$ cat config.mk
export PLATFORM = sky130hd
export DESIGN_NAME = motor_valve_controller
export DESIGN_NICKNAME = d
export VERILOG_FILES = /design/src/sv/mvc_pkg.sv /design/src/sv/motor_valve_controller.sv /design/src/sv/mvc_cfg_regs.sv /design/src/sv/mvc_step.sv
export VERILOG_INCLUDE_DIRS = /design/src /design/src/sv
export SDC_FILE = /design/constraint.sdc
export NUM_CORES = 1
export LEC_CHECK = 0
export ABC_AREA = 1
export BUFFER_PORTS_ARGS = -buffer_cell sky130_fd_sc_hd__buf_2
export CORE_MARGIN = 2
export CORE_UTILIZATION = 54
export CTS_CLUSTER_SIZE = 24
export DETAILED_ROUTE_END_ITERATION = 8
export PLACE_DENSITY = 0.77
export SYNTH_ARGS = -nofsm -noshare
export SYNTH_HDL_FRONTEND = slang
export SYNTH_SLANG_ARGS = --single-unit
$ cat constraint.sdc
create_clock -name clk -period 3.4 [get_ports clk]
set_clock_uncertainty 0.05 [all_clocks]
set_input_delay 0 -clock clk [delete_from_list [all_inputs] [get_ports clk]]
set_output_delay 0 -clock clk [all_outputs]
set_load 0.05 [all_outputs]
$ cat src/sv/motor_valve_controller_macros.svh
// Assertion macros for the motor valve controller.
`ifndef MOTOR_VALVE_CONTROLLER_MACROS_SVH
`define MOTOR_VALVE_CONTROLLER_MACROS_SVH

`ifndef SYNTH
`define MVC_ASSERT(label, prop, msg) \
  label: assert property (@(posedge clk) disable iff (rst) prop) else $error(msg);
`define MVC_ASSERT_RST(label, prop, msg) \
  label: assert property (@(posedge clk) prop) else $error(msg);
`else
`define MVC_ASSERT(label, prop, msg)
`define MVC_ASSERT_RST(label, prop, msg)
`endif

`endif

$ cat src/sv/mvc_pkg.sv
// Types and constants shared by the motor valve controller modules.
package mvc_pkg;

  localparam int TRAVEL_W = 16;
  localparam int TPS_W    = 8;
  localparam int PULSE_W  = 8;
  localparam int STATUS_W = 9;
  localparam int DRIVE_W  = 3;
  localparam int CFG_IDX_W = 2;

  localparam logic [TRAVEL_W-1:0] TRAVEL_TIME_RST      = 16'd60;
  localparam logic [TPS_W-1:0]    TICKS_PER_SECOND_RST = 8'd10;
  localparam logic [PULSE_W-1:0]  PULSE_SECONDS_RST    = 8'd2;

  typedef enum logic [CFG_IDX_W-1:0] {
    CFG_TRAVEL_TIME      = 2'd0,
    CFG_TICKS_PER_SECOND = 2'd1,
    CFG_PULSE_SECONDS    = 2'd2
  } cfg_idx_t;

  // Status word bit positions
  localparam int ST_REMOTE   = 0;
  localparam int ST_OPENING  = 1;
  localparam int ST_CLOSING  = 2;
  localparam int ST_CLUTCH   = 3;
  localparam int ST_TO_OPEN  = 4;
  localparam int ST_TO_CLOSE = 5;
  localparam int ST_OPENED   = 6;
  localparam int ST_CLOSED   = 7;
  localparam int ST_POWER    = 8;

  // Drive bit positions
  localparam int DRV_OPEN  = 0;
  localparam int DRV_CLOSE = 1;
  localparam int DRV_STOP  = 2;

  typedef struct packed {
    logic first_run;
    logic remote_mode;
    logic cmd_open;
    logic cmd_close;
    logic cmd_stop;
    logic clutch_alarm;
    logic limit_open;
    logic limit_closed;
    logic power_present;
  } item_t;

  typedef struct packed {
    logic                drive_open;
    logic                drive_close;
    logic                drive_stop;
    logic [TRAVEL_W-1:0] travel_left;
    logic [STATUS_W-1:0] status_word;
  } result_t;

  typedef struct packed {
    logic [TRAVEL_W-1:0] travel_time;
    logic [TPS_W-1:0]    ticks_per_second;
    logic [PULSE_W-1:0]  pulse_seconds;
  } cfg_t;

  typedef struct packed {
    logic [TPS_W-1:0]    second_divider;
    logic [PULSE_W-1:0]  pulse_hold;
    logic [TRAVEL_W-1:0] travel_counter;
    logic [STATUS_W-1:0] status_flags;
    logic [DRIVE_W-1:0]  drive_bits;
  } state_t;

endpackage

$ cat src/sv/motor_valve_controller.sv
// Top level of the motor valve controller: item pipeline, state and checks.
//
// Usage:
//   item channel (item_valid/item_ready/item) carries one control tick per item.
//   result channel (result_valid/result_ready/result) returns one result per item,
//   in order: drive pulses, remaining travel seconds and the status word.
//   cfg channel (cfg_valid/cfg_ready/cfg_index/cfg_data) writes travel time,
//   ticks per second and pulse seconds; cfg_ready is always high. Write it
//   only while no item is in flight.
// Pipeline: an accepted item is registered in the input register, then the
//   tick logic feeds the result register, which raises result_valid.
// Throughput: one item per cycle while the result does not stall; the tick logic is
//   combinational and the controller state updates as the item enters the result register.
// Reset: rst clears both pipeline stages and the controller state and loads
//   the register defaults (60 s travel, 10 ticks per second, 2 s pulses).
// Stall: while result_ready is low the result holds; one more item is taken
//   into the input register, then item_ready drops until the result drains.
module motor_valve_controller (
  input  logic                          clk,
  input  logic                          rst,
  input  logic                          item_valid,
  output logic                          item_ready,
  input  mvc_pkg::item_t                item,
  output logic                          result_valid,
  input  logic                          result_ready,
  output mvc_pkg::result_t              result,
  input  logic                          cfg_valid,
  output logic                          cfg_ready,
  input  logic [mvc_pkg::CFG_IDX_W-1:0] cfg_index,
  input  logic [mvc_pkg::TRAVEL_W-1:0]  cfg_data
);

  `include "motor_valve_controller_macros.svh"

  mvc_pkg::cfg_t    cfg;
  mvc_pkg::state_t  state;
  mvc_pkg::state_t  state_next;
  mvc_pkg::item_t   item_q;
  logic             item_q_valid;
  mvc_pkg::result_t result_next;
  logic             advance;
  logic             drive_local;
  logic             both_moving;

  assign cfg_ready  = 1'b1;
  assign advance    = item_q_valid && (!result_valid || result_ready);
  assign item_ready = !item_q_valid || advance;

  mvc_cfg_regs u_cfg (
    .clk       (clk),
    .rst       (rst),
    .cfg_valid (cfg_valid),
    .cfg_index (cfg_index),
    .cfg_data  (cfg_data),
    .cfg       (cfg)
  );

  mvc_step u_step (
    .cfg    (cfg),
    .cur    (state),
    .item   (item_q),
    .nxt    (state_next),
    .result (result_next)
  );

  always_ff @(posedge clk) begin
    if (rst) begin
      item_q_valid <= 1'b0;
    end else if (item_ready) begin
      item_q_valid <= item_valid;
    end
  end

  always_ff @(posedge clk) begin
    if (item_ready && item_valid) begin
      item_q <= item;
    end
  end

  always_ff @(posedge clk) begin
    if (rst) begin
      state        <= '0;
      result_valid <= 1'b0;
    end else begin
      if (advance) begin
        state        <= state_next;
        result_valid <= 1'b1;
      end else if (result_ready) begin
        result_valid <= 1'b0;
      end
    end
  end

  always_ff @(posedge clk) begin
    if (advance) begin
      result <= result_next;
    end
  end

  assign drive_local = (result.drive_open || result.drive_close || result.drive_stop) &&
                       !result.status_word[mvc_pkg::ST_REMOTE];
  assign both_moving = state.status_flags[mvc_pkg::ST_OPENING] &&
                       state.status_flags[mvc_pkg::ST_CLOSING];

  `MVC_ASSERT_RST(a_reset_empty, rst |=> !result_valid && !item_q_valid, "pipeline not empty")
  `MVC_ASSERT(a_drive_remote, !(result_valid && drive_local), "drive pulse outside remote mode")
  `MVC_ASSERT(a_one_motion, !both_moving, "opening and closing both set")
  `MVC_ASSERT(a_state_hold, !advance |=> $stable(state), "state changed without an item")

endmodule

$ cat src/sv/mvc_cfg_regs.sv
// Configuration register file of the motor valve controller.
module mvc_cfg_regs (
  input  logic                         clk,
  input  logic                         rst,
  input  logic                         cfg_valid,
  input  logic [mvc_pkg::CFG_IDX_W-1:0] cfg_index,
  input  logic [mvc_pkg::TRAVEL_W-1:0] cfg_data,
  output mvc_pkg::cfg_t                cfg
);

  always_ff @(posedge clk) begin
    if (rst) begin
      cfg.travel_time      <= mvc_pkg::TRAVEL_TIME_RST;
      cfg.ticks_per_second <= mvc_pkg::TICKS_PER_SECOND_RST;
      cfg.pulse_seconds    <= mvc_pkg::PULSE_SECONDS_RST;
    end else if (cfg_valid) begin
      unique case (cfg_index)
        mvc_pkg::CFG_TRAVEL_TIME: begin
          cfg.travel_time <= cfg_data;
        end
        mvc_pkg::CFG_TICKS_PER_SECOND: begin
          cfg.ticks_per_second <= cfg_data[mvc_pkg::TPS_W-1:0];
        end
        mvc_pkg::CFG_PULSE_SECONDS: begin
          cfg.pulse_seconds <= cfg_data[mvc_pkg::PULSE_W-1:0];
        end
        default: begin
          cfg <= cfg;
        end
      endcase
    end
  end

endmodule

$ cat src/sv/mvc_step.sv
// Per-tick control logic: next state and result for one item.
module mvc_step (
  input  mvc_pkg::cfg_t    cfg,
  input  mvc_pkg::state_t  cur,
  input  mvc_pkg::item_t   item,
  output mvc_pkg::state_t  nxt,
  output mvc_pkg::result_t result
);

  logic [mvc_pkg::TPS_W-1:0]    div_inc;
  logic                         sec;
  logic [mvc_pkg::STATUS_W-1:0] st;
  logic [mvc_pkg::DRIVE_W-1:0]  drv;
  logic [mvc_pkg::PULSE_W-1:0]  hold;
  logic [mvc_pkg::TRAVEL_W-1:0] trav;

  always_comb begin
    div_inc = cur.second_divider + mvc_pkg::TPS_W'(1);
    sec     = (div_inc == cfg.ticks_per_second);
    st      = cur.status_flags;
    drv     = cur.drive_bits;
    hold    = cur.pulse_hold;
    trav    = cur.travel_counter;
    nxt.second_divider = sec ? '0 : div_inc;

    if (item.first_run) begin
      nxt.second_divider = '0;
      st   = '0;
      drv  = '0;
      hold = '0;
      trav = '0;
    end else if (!item.remote_mode) begin
      st   = '0;
      drv  = '0;
      hold = '0;
      trav = cfg.travel_time;
    end else begin
      st[mvc_pkg::ST_REMOTE] = 1'b1;
      if (item.cmd_stop || item.clutch_alarm) begin
        trav = cfg.travel_time;
        drv  = '0;
        drv[mvc_pkg::DRV_STOP] = 1'b1;
        hold = cfg.pulse_seconds;
        st[mvc_pkg::ST_OPENING] = 1'b0;
        st[mvc_pkg::ST_CLOSING] = 1'b0;
      end else begin
        if (item.cmd_open && !st[mvc_pkg::ST_CLOSING] && !item.limit_open &&
            !cur.drive_bits[mvc_pkg::DRV_STOP]) begin
          trav = cfg.travel_time;
          hold = cfg.pulse_seconds;
          drv[mvc_pkg::DRV_OPEN]     = 1'b1;
          st[mvc_pkg::ST_OPENING]  = 1'b1;
          st[mvc_pkg::ST_CLOSING]  = 1'b0;
          st[mvc_pkg::ST_CLUTCH]   = 1'b0;
          st[mvc_pkg::ST_TO_OPEN]  = 1'b0;
          st[mvc_pkg::ST_TO_CLOSE] = 1'b0;
        end
        if (item.cmd_close && !st[mvc_pkg::ST_OPENING] && !item.limit_closed &&
            !cur.drive_bits[mvc_pkg::DRV_STOP]) begin
          trav = cfg.travel_time;
          hold = cfg.pulse_seconds;
          drv[mvc_pkg::DRV_CLOSE]    = 1'b1;
          st[mvc_pkg::ST_CLOSING]  = 1'b1;
          st[mvc_pkg::ST_OPENING]  = 1'b0;
          st[mvc_pkg::ST_CLUTCH]   = 1'b0;
          st[mvc_pkg::ST_TO_OPEN]  = 1'b0;
          st[mvc_pkg::ST_TO_CLOSE] = 1'b0;
        end
      end

      if (hold == '0) begin
        drv = '0;
      end else if (sec) begin
        hold = hold - mvc_pkg::PULSE_W'(1);
      end

      if (st[mvc_pkg::ST_OPENING]) begin
        if (trav == '0) begin
          st[mvc_pkg::ST_OPENING] = 1'b0;
          st[mvc_pkg::ST_TO_OPEN] = 1'b1;
          drv[mvc_pkg::DRV_STOP]  = 1'b1;
          hold = cfg.pulse_seconds;
        end else if (item.limit_open) begin
          st[mvc_pkg::ST_OPENING] = 1'b0;
          st[mvc_pkg::ST_TO_OPEN] = 1'b0;
        end else if (sec) begin
          trav = trav - mvc_pkg::TRAVEL_W'(1);
        end
      end
      if (st[mvc_pkg::ST_CLOSING]) begin
        if (trav == '0) begin
          st[mvc_pkg::ST_CLOSING]  = 1'b0;
          st[mvc_pkg::ST_TO_CLOSE] = 1'b1;
          drv[mvc_pkg::DRV_STOP]   = 1'b1;
          hold = cfg.pulse_seconds;
        end else if (item.limit_closed) begin
          st[mvc_pkg::ST_CLOSING]  = 1'b0;
          st[mvc_pkg::ST_TO_CLOSE] = 1'b0;
        end else if (sec) begin
          trav = trav - mvc_pkg::TRAVEL_W'(1);
        end
      end
    end

    st[mvc_pkg::ST_CLUTCH] = item.clutch_alarm;
    st[mvc_pkg::ST_OPENED] = item.limit_open;
    st[mvc_pkg::ST_CLOSED] = item.limit_closed;
    st[mvc_pkg::ST_POWER]  = item.power_present;

    nxt.pulse_hold     = hold;
    nxt.travel_counter = trav;
    nxt.status_flags   = st;
    nxt.drive_bits     = drv;

    result.drive_open  = drv[mvc_pkg::DRV_OPEN];
    result.drive_close = drv[mvc_pkg::DRV_CLOSE];
    result.drive_stop  = drv[mvc_pkg::DRV_STOP];
    result.travel_left = trav;
    result.status_word = st;
  end

endmodule

Yosys cells after proc, flatten, opt, wreduce, memory -nomap -nowiden

Index checks and enable logic that the tools add are counted.

Output and inout bits: 31
Bits of input ports: 32
Register bits after elaboration: 115
Word-level logic and storage cells: 125

Reduce and logical (&&, ||, !) cells: 26
Equality and inequality tests: 3
Add/sub/neg operators: 4
Muxes and demuxes: 68

Operator list:

| operator                                             | number |
|---|---|
| two-way mux 16 bit                                   | 17 |
| two-way mux 8 bit                                    | 15 |
| zero test 16 bit                                     | 2 |
| subtractor 16 x 1 -> 16 bit (second input constant)  | 2 |
| two-way mux 5 bit                                    | 5 |
| two-way mux 1 bit                                    | 21 |
| two-way mux 3 bit                                    | 4 |
| two-way mux 6 bit                                    | 2 |
| adder 8 x 1 -> 8 bit (second input constant)         | 1 |
| equality test 8 bit                                  | 1 |
| logical AND 1 bit                                    | 8 |
| zero test 8 bit                                      | 1 |
| two-way mux 2 bit                                    | 4 |
| subtractor 8 x 1 -> 8 bit (second input constant)    | 1 |
| zero test 1 bit                                      | 7 |
| AND reduction 2 bit                                  | 3 |
| logical OR 1 bit                                     | 3 |
| equality test 2 x 1 -> 1 bit (second input constant) | 1 |
| equality test 2 bit (second input constant)          | 1 |
| zero test 2 bit                                      | 1 |
| nonzero test 2 bit                                   | 1 |

Longest topological paths before layout

Gate-level depths: netlist of the first run.

Depth after elaboration: 30
Depth in mapped cells: 32
Gate-level depth less buffers: 30

Hierarchy

From an unflattened synthesis of the first run, not the netlist that was laid out.

Cell total of the unflattened synthesis: 1212
Area total of the unflattened synthesis: 7952.6 um^2

By module, submodules not included:

| module                 | area an instance (um^2) | times used | sequential area each (um^2) | cells an instance |
|---|---|---|---|---|
| mvc_step               | 3454.6                  | 1          | 0.0                         | 676 |
| motor_valve_controller | 3154.3                  | 1          | 2031.9                      | 339 |
| mvc_cfg_regs           | 1343.8                  | 1          | 640.6                       | 197 |

Worst setup path after synthesis of the first run

Ideal clock, no wire load.

Path type: flip-flop to flip-flop
From: register item_q[3] (netlist bit)
To: register result[17] (netlist bit) (data pin)
Buffers on the path: 3
Clock period less this slack: 3.561 ns
Setup time: 0.251 ns
Cell stages (with the launch flop): 29
Arrival time: 3.261 ns
Path slack: -0.161 ns
Data required time: 3.099 ns
Cells stage by stage: edfxtp_1 nor2_4 inv_2 nor2_4 buf_2 nand2_1 nand2_2 ha_1 nand3_2 inv_1 nand2_1 nor2_2 nand2_2 buf_6 nand2_1 xor2_1 inv_1 ha_1 nand3_1 inv_1 nand3_1 nor2_2 nand2_4 buf_2 nand3_1 nand2_1 nand3_1 nand2_1 inv_1

RTL lines:

| element                | line                         | text |
|---|---|---|
| from (decl)            | motor_valve_controller.sv:38 | `mvc_pkg::item_t item_q;` |
| from (signal assigned) | motor_valve_controller.sv:76 | `item_q <= item;` |
| to (signal assigned)   | motor_valve_controller.sv:96 | `result <= result_next;` |
| to (decl)              | motor_valve_controller.sv:26 | `output mvc_pkg::result_t result,` |

Worst setup path after layout of the first run

From: register item_q[3] (netlist bit)
To: register state[28] (netlist bit)

Word-level cells in the longest chain between the ends: 16
Elaborated cells on any way between the ends: 29
Those cells by class: add/sub: 2; mux: 23; reduce/logical: 4

RTL lines:

| element                     | line                         | text |
|---|---|---|
| logical OR 1 bit (*)        | mvc_step.sv:39               | `if (item.cmd_stop \|\| item.clutch_alarm) begin` |
| two-way mux 16 bit          | mvc_step.sv:39               |  |
| two-way mux 16 bit          | mvc_step.sv:32               | `end else if (!item.remote_mode) begin` |
| two-way mux 16 bit          | mvc_step.sv:26               | `if (item.first_run) begin` |
| subtractor 16 x 1 -> 16 bit | mvc_step.sv:87               | `trav = trav - mvc_pkg::TRAVEL_W'(1);` |
| two-way mux 16 bit          | mvc_step.sv:86               | `end else if (sec) begin` |
| two-way mux 16 bit          | mvc_step.sv:83               | `end else if (item.limit_open) begin` |
| two-way mux 16 bit          | mvc_step.sv:78               | `if (trav == '0) begin` |
| two-way mux 16 bit          | mvc_step.sv:77               | `if (st[mvc_pkg::ST_OPENING]) begin` |
| two-way mux 16 bit          | mvc_step.sv:32               |  |
| two-way mux 16 bit          | mvc_step.sv:26               |  |
| zero test 16 bit            | mvc_step.sv:91               | `if (trav == '0) begin` |
| two-way mux 8 bit           | mvc_step.sv:91               |  |
| two-way mux 8 bit (*)       | mvc_step.sv:90               | `if (st[mvc_pkg::ST_CLOSING]) begin` |
| two-way mux 8 bit (*)       | mvc_step.sv:32               |  |
| two-way mux 8 bit (*)       | mvc_step.sv:26               |  |
| to (signal assigned)        | motor_valve_controller.sv:86 | `state <= state_next;` |
| to (decl)                   | motor_valve_controller.sv:36 | `mvc_pkg::state_t state;` |

Mark *: on every way between the ends. The rest lies on a longest branch, timed or not. The select of a mux whose other input is x is not followed.
A chain may end at the register's enable or synchronous reset.

==> results of run 1 <==
[layout make-up]
cell class / instances / area, um2 / share of cell area
Inverter: 126 / 478 / 0.0522
Clock buffer: 12 / 256 / 0.0280
Multi-Input combinational cell: 692 / 3890 / 0.425
Timing Repair Buffer: 224 / 1710 / 0.187
Tap cell: 168 / 210 / 0.0230
Clock inverter: 4 / 35.0 / 0.00383
Sequential cell: 110 / 2570 / 0.281
[per-layer routing]
layer  vias to the layer above  share of wire  global-route usage
li1                       3537              -                   -
met1                      3277           0.44               0.437
met2                       291           0.46               0.511
met3                        54          0.067              0.0453
met4                         0          0.030               0.135
met5                         -              0                   0
[layout by cell type (no fill, tap or decap), types with 6 or more instances in the layout]
cell type      count
nand2_2           42
o21ai_1            7
nand3_1           57
o211ai_1          12
edfxtp_1          37
nand2_1          216
nor2_2            19
o21ai_0           65
a21oi_1           70
nand2_4           13
buf_2             61
dfxtp_1           72
inv_2             14
clkbuf_16         11
nor2_4            23
nor2_1            63
buf_6              6
nand4_1           23
nand3_2           17
dlygate4sd3_1     29
buf_4            122
nor3_1             7
inv_1            109
[how the worst min path moves through the flow]
stage	end	slack, ns	depth (start not counted)
5_1_grt	state[31]	0.04	2
2_1_floorplan	item_q[0]	0.05	0
6_report	state[40]	0.02	2
3_5_place_dp	item_q[6]	0.13	1
3_3_place_gp	item_q[4]	0.13	1
4_1_cts	state[34]	0.003	2
[registers in the layout, summed over array words and instances (netlist names)]
name          count
result           28
state            39
item_q            9
item_q_valid      1
result_valid      1
u_cfg.cfg        32
[power groups by stage]
stage	Sequential (uW)	Clock (uW)	Combinational [uW]
global placement	1500	0	692
global route	1480	1090	908
detailed placement	1500	0	699
CTS	1470	1060	757
floorplan	1540	0	388
finish	1470	1050	839
[repair_timing]
item,CTS,global route
buffers inserted,10,12
setup endpoints to repair,43,46
gates cloned,0,3
hold endpoints to repair,43,0
resized for setup,40,76
pin swaps,17,49
hold buffers,29,0
[worst max-delay path, cell delays in order, from the launching register on]
cell	delay (ns)
edfxtp_1	0.44
nor2_4	0.18
inv_2	0.07
nor2_4	0.30
buf_12	0.18
nand2_1	0.08
nand2_2	0.13
nand2_4	0.09
nor2_4	0.14
nand2_4	0.08
nor2_8	0.18
nor2_2	0.09
nand2_2	0.11
nand2_4	0.08
nor2_8	0.11
buf_4	0.12
nand3_2	0.07
nor2_4	0.12
nand2_4	0.08
buf_6	0.15
nor2_4	0.14
inv_4	0.08
nand2_1	0.10
inv_2	0.05
nand2_1	0.07
nand3_1	0.10
a21oi_2	0.16
[metrics by stage]
stage / setup WS [ns] / total power (uW) / instances
2_1_floorplan: 0.00724 / 1930 / 959
3_3_place_gp: -0.119 / 2190 / 1266
3_5_place_dp: -0.173 / 2200 / 1266
4_1_cts: -0.0460 / 3280 / 1321
5_1_grt: -0.428 / 3480 / 1336
6_report: -0.219 / 3360 / 1336
[cells by family (layout without fill, tap and decap cells)]
kind of cell,Yosys count,after routing,share of synthesized area
other,1,1,0.000560
AND/OR/NAND/NOR,497,498,0.349
buffers and inverters,158,366,0.0966
flip-flops,110,110,0.384
XOR/XNOR,9,9,0.0118
adder cells (fa/ha/maj),7,7,0.0131
AO/OA/AOI/OAI,175,175,0.141
multiplexers,2,2,0.00299
==> reports/results.tsv, run 1 <==
stage	metric	value	unit
clock_network	cts_buffer_depth	2	
timing	holdWs	0.0215	ns
layout	final_nets	1202	
floorplan	fp.dieArea	0.0133	mm2
layout	n_fill_cell	899	
yosys	avgSynthCellArea	6.98	um2
layout	areaGrowthSynthToFinish	36.7	%
timing	final_max_slew_viol_count	0	
timing	setup_viol	39	
layout	layout-drive-gt1-share	0.316	
route	dr.pass1.iters	7	
route	wl_per_cell	15.9	um
clock_network	cts_tree	done	
yosys	syn_nets	998	
timing	setup_ws	-0.219	ns
yosys	synth-edff-count	37	
grt	grt_usage	0.321	
critical_path	cp-endpoint	state[28]	
timing	max_slew_margin	0.384	
clock_network	cts_inserted_buffers	9	
timing	rsz0062_at_grt	true	
placed_design	post_dp_cell_area	0.00795	mm2
floorplan	die_h	115	um
route	wl	21300	um
grt	grt_first_pass_wirelength	32800	um
grt	grt_overflow	0	
timing	final.setup.tns	-3.69	ns
yosys	synth_area_leaders	dfxtp_1, edfxtp_1, nand2_1, inv_1, a21oi_1	
route	drtIter0Drc	760	
timing	fin_crit_sh	1.06	
floorplan	core_area	0.0121	mm2
placed_design	portBuffers	61	
critical_path	critPathRequiredTime	3.65	ns
clock_network	cts.sinks	110	
layout	utilization	0.759	
pwr	pwr-share-seq	0.438	
pwr	p_int	2300	uW
placed_design	hpwl	14900	um
critical_path	r2r_cells	26	
timing	finalHoldViolCount	0	
route	vias_per_cell	5.36	
yosys	yosys.area.top_type	dfxtp_1	
yosys	synthArstFlopShare	0	
timing	maxClockFrequency	0.276	GHz
yosys	synth_most_common_cell	nand2_1	
status	status	finished, violations left	
pwr	p_sw	1060	uW
grt	antenna_found_initial	0	
critical_path	startpoint	item_q[3]	
yosys	synth_top_area_share	0.218	
yosys	synth_cell_types	47	
floorplan	dieWidth	115	um
worst_hold_path	min_path_type	in -> reg	
route	vias	7159	
status	violations	setup timing	
critical_path	r2r_slack	-0.22	ns
critical_path	end_kind	flip-flop	
pwr	p_per_area	367	mW/mm2
yosys	syn-cell-area	0.00670	mm2
placed_design	place_congestion	1.01	
critical_path	r2r-end	state[28]	
grt	grt_max_degree	40	
pwr	p_leak	0.00422	uW
worst_hold_path	holdCritStartpoint	rst	
floorplan	num_rows	40	
floorplan	initial_core_util	0.555	
yosys	ys.flop_type	dfxtp_1	
clock_network	worstSkewPairLatency	0.37	ns
critical_path	cp.arrival	3.87	ns
flow_run	drv_cap	0	
clock_network	clk_pin_slew	0.08	ns
route	ant_nets	0	
timing	worstMarginPinSlew	0.925	ns
pwr	vdd_drop_max	0.000451	V
yosys	synthCells	959	
critical_path	r2r_start	item_q[3]	
yosys	ys_seq_area_frac	0.384	
pwr	p_comb_frac	0.250	
clock_network	cts_root_buf	clkbuf_16	
yosys	synth_common_cells	nand2_1, inv_1, nor2_1	
layout	antenna_cells	0	
layout	final_area	0.00915	mm2
critical_path	crit_fanout	8	
pwr	clock_power_share	0.313	
grt	grt_pass1_vias	6691	
route	drcViolationCount	0	
timing	finalCriticalPeriod	3.62	ns
floorplan	io_pins	63	
critical_path	path_class	reg -> reg	
clock_network	h-tree-depth	3	
critical_path	startpoint_type	flip-flop	
yosys	ys_ff_latch	110	
yosys	synth_warnings	0	
pwr	netSwitchingFraction	0.315	
Note: power is estimated with default switching activity, not from simulation.
==> run 2, diff against run 1 <==
- ABC_AREA: 1 -> default
==> run 2 against run 1 <==
First-iteration DRC count grew 25%. Largest cell class unchanged. Critical path depth shrank 6. Synthesized cell count shrank 21%. Clock-buffer cell count shrank 1. The flow still finishes with violations (setup timing).
==> reports/results.tsv, run 2 <==
stage	metric	value	unit	change
status	status	finished, violations left		
status	violations	setup timing		
grt	antenna_found_initial	0		unchanged
worst_hold_path	min_path_type	in -> reg		
floorplan	io_pins	63		unchanged
critical_path	crit_fanout	4		-4
critical_path	cp.arrival	4.80	ns	+0.93 ns
yosys	synthCells	756		-21%
critical_path	end_kind	flip-flop		
timing	worstMarginPinSlew	1.18	ns	+0.257 ns
route	wl	25200	um	+18%
layout	regMostFlops	state		
yosys	yosys.area.top_type	dfxtp_1		
placed_design	place_congestion	0.976		-3.6%
timing	maxClockFrequency	0.214	GHz	-23%
grt	grt_first_pass_wirelength	36800	um	+12%
placed_design	dp_worst_setup_slack	-1.30	ns	-1.13 ns
layout	antenna_cells	0		unchanged
floorplan	core_area	0.0119	mm2	-1.7%
critical_path	startpoint_type	flip-flop		
yosys	avgSynthCellArea	8.61	um2	+23%
layout	final_common_cell	buf_4		
clock_network	cts_inserted_buffers	9		unchanged
layout	largest_reg_flops	39		unchanged
timing	finalCriticalPeriod	4.68	ns	+1.06 ns
route	vias	7426		+3.7%
yosys	syn_nets	795		-20%
yosys	synth_area_leaders	dfxtp_1, edfxtp_1, nand2_1, mux2i_1, nor2_1		
timing	finalHoldViolCount	0		unchanged
timing	rsz0062_at_grt	true		
floorplan	fp.dieArea	0.0129	mm2	-2.7%
layout	layout-drive-gt1-share	0.390		+0.0741
layout	final_nets	1052		-12%
yosys	synth_common_cells	nand2_1, nor2_1, dfxtp_1		
layout	reg.largest.list	state (39), u_cfg.cfg (32), result (28)		
route	vias_per_cell	6.37		+19%
yosys	synth_warnings	0		unchanged
clock_network	h-tree-depth	3		unchanged
timing	final.setup.tns	-51.34	ns	-47.65 ns
flow_run	drv_cap	0		unchanged
grt	grt_max_degree	39		-2.5%
route	drcViolationCount	0		unchanged
timing	setup_viol	46		+18%
yosys	synth_cell_types	79		+68%
yosys	syn-cell-area	0.00651	mm2	-2.8%
floorplan	num_rows	40		unchanged
layout	areaGrowthSynthToFinish	48.9	%	
timing	setup_ws	-1.28	ns	-1.06 ns
layout	utilization	0.817		+0.0576
pwr	vdd_drop_max	0.000272	V	-40%
yosys	synth_most_common_cell	nand2_1		
clock_network	cts.sinks	110		unchanged
critical_path	critPathRequiredTime	3.52	ns	-0.13 ns
critical_path	path_class	reg -> reg		
route	drtIter0Drc	947		+25%
route	wl_per_cell	21.6	um	+36%
yosys	ys.flop_type	dfxtp_1		
yosys	synth-edff-count	37		unchanged
clock_network	cts_root_buf	clkbuf_16		
clock_network	cts_tree	done		
floorplan	die_h	114	um	-1.4%
yosys	ys_ff_latch	110		unchanged
pwr	p_leak	0.00396	uW	-6.2%
yosys	synthArstFlopShare	0		unchanged
yosys	ys_seq_area_frac	0.395		+0.0112
grt	grt_pass1_vias	7004		+4.7%
placed_design	portBuffers	61		unchanged
route	ant_nets	0		unchanged
timing	final_max_slew_viol_count	0		unchanged
timing	max_slew_margin	0.209		-0.175
grt	grt_usage	0.370		+0.0488
route	dr.pass1.iters	8		+1
clock_network	cts_buffer_depth	2		unchanged
clock_network	clk_pin_slew	0.08	ns	about the same
layout	layout_common_cells	buf_4, nand2_1, nor2_1, dfxtp_1, buf_2		
yosys	synth_top_area_share	0.225		+0.00638
floorplan	dieWidth	114	um	-1.4%
placed_design	hpwl	16900	um	+13%
floorplan	initial_core_util	0.549		-0.00666
grt	grt_overflow	0		unchanged
clock_network	worstSkewPairLatency	0.36	ns	about the same
layout	n_fill_cell	731		-19%
timing	fin_crit_sh	1.38		+0.311
pwr	p_per_area	345	mW/mm2	-6.2%
## run 2: cell types whose count changed after synthesis, sizes merged, moves of 20 or more
cell | before | now
nor2 | 106 | 84
o21ai | 78 | 40
xnor2 | 3 | 23
mux2i | 2 | 37
nand2 | 271 | 106
nand4 | 26 | 4
a21oi | 76 | 50
inv | 125 | 10
nand3 | 76 | 14
## run 2: layout make-up
cell class | instances | area [um2] | area share
inverter | 11 | 41.3 | 0.00426
timing repair buffer | 293 | 2210 | 0.228
multi-input combinational | 588 | 4360 | 0.450
clock inverter | 5 | 62.6 | 0.00646
sequential | 110 | 2570 | 0.266
clock buffer | 11 | 254 | 0.0262
tap | 147 | 184 | 0.0190
## run 2: critical path, stage by stage (launching register included)
cell	delay [ns]
edfxtp_1	0.41
nor4b_4	0.15
buf_4	0.16
nor3_4	0.19
buf_6	0.16
mux2i_4	0.27
ha_4	0.17
nor4b_4	0.21
nand4_1	0.27
and4_1	0.31
nor2_1	0.13
nor4_1	0.07
buf_4	0.17
xor2_2	0.17
nand3b_2	0.16
or4_4	0.59
and4b_4	0.26
buf_4	0.16
nand2_4	0.07
xnor2_4	0.07
a211oi_2	0.29
## run 2: through the flow
| stage | power (uW) | area [um2] | hold WS [ns] | cells |
|---|---|---|---|---|
| 4_1_cts | 3260 | 9330 | 0.00758 | 1150 |
| 3_3_place_gp | 2050 | 8250 | 0.127 | 1085 |
| 6_report | 3340 | 9690 | 0.0251 | 1165 |
| 3_5_place_dp | 2060 | 8250 | 0.130 | 1085 |
| 5_1_grt | 3420 | 9690 | 0.0376 | 1165 |
| 2_1_floorplan | 1820 | 6730 | 0.0489 | 756 |
## run 2: report_power, final
| group | leakage (uW) | switching [uW] | internal, uW |
|---|---|---|---|
| Sequential | 0.000942 | 42.0 | 1410 |
| Combinational | 0.00287 | 416 | 318 |
| Clock | 0.000153 | 532 | 625 |
| Total | 0.00396 | 990 | 2350 |
## run 2: per-layer routing
metal | part of all wire | vias to the layer above | global-route usage
li1 | - | 3275 | -
met1 | 0.39 | 3525 | 0.474
met2 | 0.46 | 513 | 0.590
met3 | 0.10 | 113 | 0.0925
met4 | 0.045 | 0 | 0.162
met5 | 0 | - | 0.0392
## run 2: what timing repair did
item | CTS | global route
setup buffers | 21 | 17
hold buffers | 28 | 0
resized for setup | 65 | 49
pin swaps | 43 | 28
setup endpoints to repair | 46 | 47
hold endpoints to repair | 42 | 0
## run 2: final timing paths
kind	endpoint	cells past startpoint	start	slack (ns)
setup / recovery	result[17]	20	item_q[5]	-1.28
hold / removal	u_cfg.cfg[3]	2	rst	0.03
setup reg to reg	result[17]	20	item_q[5]	-1.28
hold reg to reg	result[8]	0	item_q[0]	0.39
## run 2: cell families (layout without fill, tap and decap cells)
family,after synthesis,after routing,synth area share
and+or+nand+nor,323,323,0.253
AOI/OAI and AO/OA,175,175,0.180
DFF,110,110,0.395
buffers and inverters,58,320,0.0356
muxes,44,44,0.0690
xor gates and xnor gates,38,38,0.0533
adders and majority gates,7,7,0.0135
other,1,1,0.000576
==> run 3, diff against run 2 <==
- CORE_UTILIZATION: 54 -> 55
- PLACE_DENSITY: 0.77 -> 0.81
- SKIP_CTS_REPAIR_TIMING: default -> 1
- SYNTH_HIERARCHICAL: default -> 1
==> run 3 against run 2 <==
Via count shrank 6.6%. Largest power group unchanged. Critical endpoint is now state[27]. Core utilization shrank 7.2 points. Critical path depth shrank 1. The flow still finishes with violations (setup timing). Cell count grew 2.7%. Die area grew 14%.
==> reports/results.tsv, run 3 <==
stage	metric	value	unit	change
status	status	finished, violations left		
status	violations	setup timing		
pwr	total_power	3190	uW	-4.3%
timing	final_max_slew_viol_count	0		unchanged
timing	setup_ws	-1.24	ns	+0.0396 ns
layout	regMostFlops	state		
floorplan	fp.dieArea	0.0148	mm2	+14%
flow_run	drv_cap	0		unchanged
yosys	syn-cell-area	0.00761	mm2	+17%
critical_path	end_kind	flip-flop		
pwr	p_sw	951	uW	-3.9%
layout	layout-drive-gt1-share	0.341		-0.0491
clock_network	clk_pin_slew	0.08	ns	about the same
timing	rsz0062_at_grt	true		
grt	busiest_layer	met2		
placed_design	place_congestion	0.952		-2.5%
layout	regArea	0.00257	mm2	about the same
timing	max_slew_margin	0.281		+0.0721
critical_path	slowest_delay	0.59	ns	about the same
layout	largest_reg_flops	39		unchanged
placed_design	portBuffers	61		unchanged
layout	areaGrowthSynthToFinish	31.1	%	
timing	fin_crit_sh	1.36		-0.0117
critical_path	crit_fanout	6		+2
critical_path	startpoint_type	flip-flop		
pwr	clock_power_share	0.321		-0.025
grt	grt_first_pass_wirelength	32700	um	-11%
clock_network	cts.sinks	110		unchanged
worst_hold_path	min_path_type	in -> reg		
clock_network	worstSkewPairLatency	0.36	ns	about the same
timing	setup_viol	46		unchanged
pwr	vdd_drop_max	0.000331	V	+22%
yosys	syn_nets	855		+7.5%
pwr	netSwitchingFraction	0.298		+0.00126
route	drtIter0Drc	608		-36%
critical_path	cp.arrival	4.88	ns	+0.08 ns
timing	worstMarginPinSlew	1.08	ns	-0.103 ns
clock_network	cts_inserted_buffers	9		unchanged
critical_path	crit_chain	or4b_4 > nand3_4 > mux2_4 > inv_4 > ha_4 > or4b_4 > nor4_2 > mux2_4 > nand2b_4 > buf_6 > nor4_4 > xnor2_2 > nor4b_4 > and3_4 > buf_4 > o41a_1 > a2111oi_4 > nand2b_1 > mux2i_1		
grt	grtUsageMet1	0.376		-0.0984
timing	final.setup.tns	-49.03	ns	+2.31 ns
clock_network	cts_buffer_depth	2		unchanged
floorplan	core_area	0.0134	mm2	+13%
critical_path	crit_slowest_cell	or4b_4		
yosys	avgSynthCellArea	9.32	um2	+8.3%
grt	grt_usage	0.283		-0.0863
floorplan	io_pins	63		unchanged
route	wl_per_cell	18.1	um	-16%
route	vias	6938		-6.6%
placed_design	hpwl	15000	um	-11%
floorplan	initial_core_util	0.568		+0.0195
route	vias_per_cell	5.80		-9.1%
grt	met2_usage	0.465		-0.125
pwr	p_per_area	320	mW/mm2	-7.1%
timing	finalHoldViolCount	0		unchanged
layout	final_common_cell	buf_4		
route	ant_nets	0		unchanged
pwr	pwr-share-seq	0.447		+0.013
layout	layout_common_cells	buf_4, nand2b_1, mux2i_1, dfxtp_1, nor2_1		
pwr	p_leak	0.00400	uW	+1.0%
floorplan	num_rows	42		+5.0%
grt	met3_usage	0.0473		-0.0452
critical_path	path_class	reg -> reg		
grt	grt_pass1_vias	6409		-8.5%
floorplan	die_h	122	um	+6.9%
pwr	p_int	2240	uW	-4.5%
layout	multi_input_area	0.00490	mm2	+12%
timing	maxClockFrequency	0.216	GHz	+0.85%
clock_network	h-tree-depth	3		unchanged
yosys	synth_warnings	6		+6
route	dr.pass1.iters	5		-3
critical_path	critPathRequiredTime	3.65	ns	+0.13 ns
clock_network	cts_root_buf	clkbuf_16		
route	wl	21700	um	-14%
grt	grt_max_degree	134		+240%
grt	antenna_found_initial	0		unchanged
pwr	p_comb_frac	0.232		+0.012
route	drcViolationCount	0		unchanged
layout	final_nets	1054		+0.19%
layout	n_fill_cell	894		+22%
layout	reg.largest.list	state (39), u_cfg/cfg (32), result (28)		
layout	antenna_cells	0		unchanged
grt	grt_overflow	0		unchanged
clock_network	cts_tree	done		
floorplan	dieWidth	122	um	+6.9%
timing	finalCriticalPeriod	4.64	ns	-0.0396 ns
critical_path	r2r_slack	-1.24	ns	+0.04 ns
yosys	synthCells	817		+8.1%
==> run 3: cell types whose count changed in the layout (fill, tap and decap cells not counted), moves of 24 or more <==
cell,delta
buf_4,-24
a21oi_1,-27
nand2_1,-63
nand2b_1,+115
mux2i_1,+64
==> run 3: routing by layer <==
layer | wire length (um) | vias to the layer above | part of all wire
met5 | 0 | - | 0
met4 | 628 | 0 | 0.029
met3 | 1580 | 52 | 0.073
met2 | 10400 | 305 | 0.48
met1 | 9100 | 3293 | 0.42
li1 | - | 3288 | -
==> run 3: per-stage QoR <==
| step | std cells | util | hold WS, ns | setup WS (ns) | area [um2] |
|---|---|---|---|---|---|
| after global routing | 1197 | 0.745 | 0.133 | -1.35 | 9980 |
| final | 1197 | 0.745 | 0.118 | -1.24 | 9980 |
| after floorplan | 817 | - | 0.0489 | -1.47 | 7850 |
| after global placement | 1136 | 0.672 | 0.128 | -1.14 | 9010 |
| after detailed placement | 1136 | 0.672 | 0.131 | -1.30 | 9010 |
| after CTS | 1152 | 0.693 | -0.244 | -1.35 | 9290 |
==> run 3: final cells by class <==
| type | count | share of cell area |
|---|---|---|
| multi-input combinational | 623 | 0.491 |
| sequential | 110 | 0.258 |
| timing repair buffer | 263 | 0.197 |
| clock buffer | 10 | 0.0229 |
| tap | 176 | 0.0221 |
| clock inverter | 6 | 0.00539 |
| inverter | 9 | 0.00364 |
==> run 3: power groups by stage <==
stage                     logic, uW  clock network (uW)  registers [uW]
final                           740                1030            1430
after floorplan                 383                   0            1520
after CTS                       645                1040            1430
after global routing            783                1090            1430
after global placement          631                   0            1460
after detailed placement        641                   0            1460
==> run 3: path summary, 6_finish.rpt <==
path              from  cells after the start             to
max          item_q[2]                     19      state[27]
min          cfg_valid                      3  u_cfg/cfg[14]
min reg2reg  item_q[0]                      0      result[8]
max reg2reg  item_q[2]                     19      state[27]
==> run 3: worst max-delay path: cells and delay by family (launching register included) <==
kind                       cells  cell delay (ns)
DFF                            1             0.42
AOI/OAI and AO/OA              2             0.69
buffers and inverters          3             0.33
muxes                          3             0.69
and+or+nand+nor                9             2.04
adders and majority gates      1             0.15
xor gates and xnor gates       1             0.20
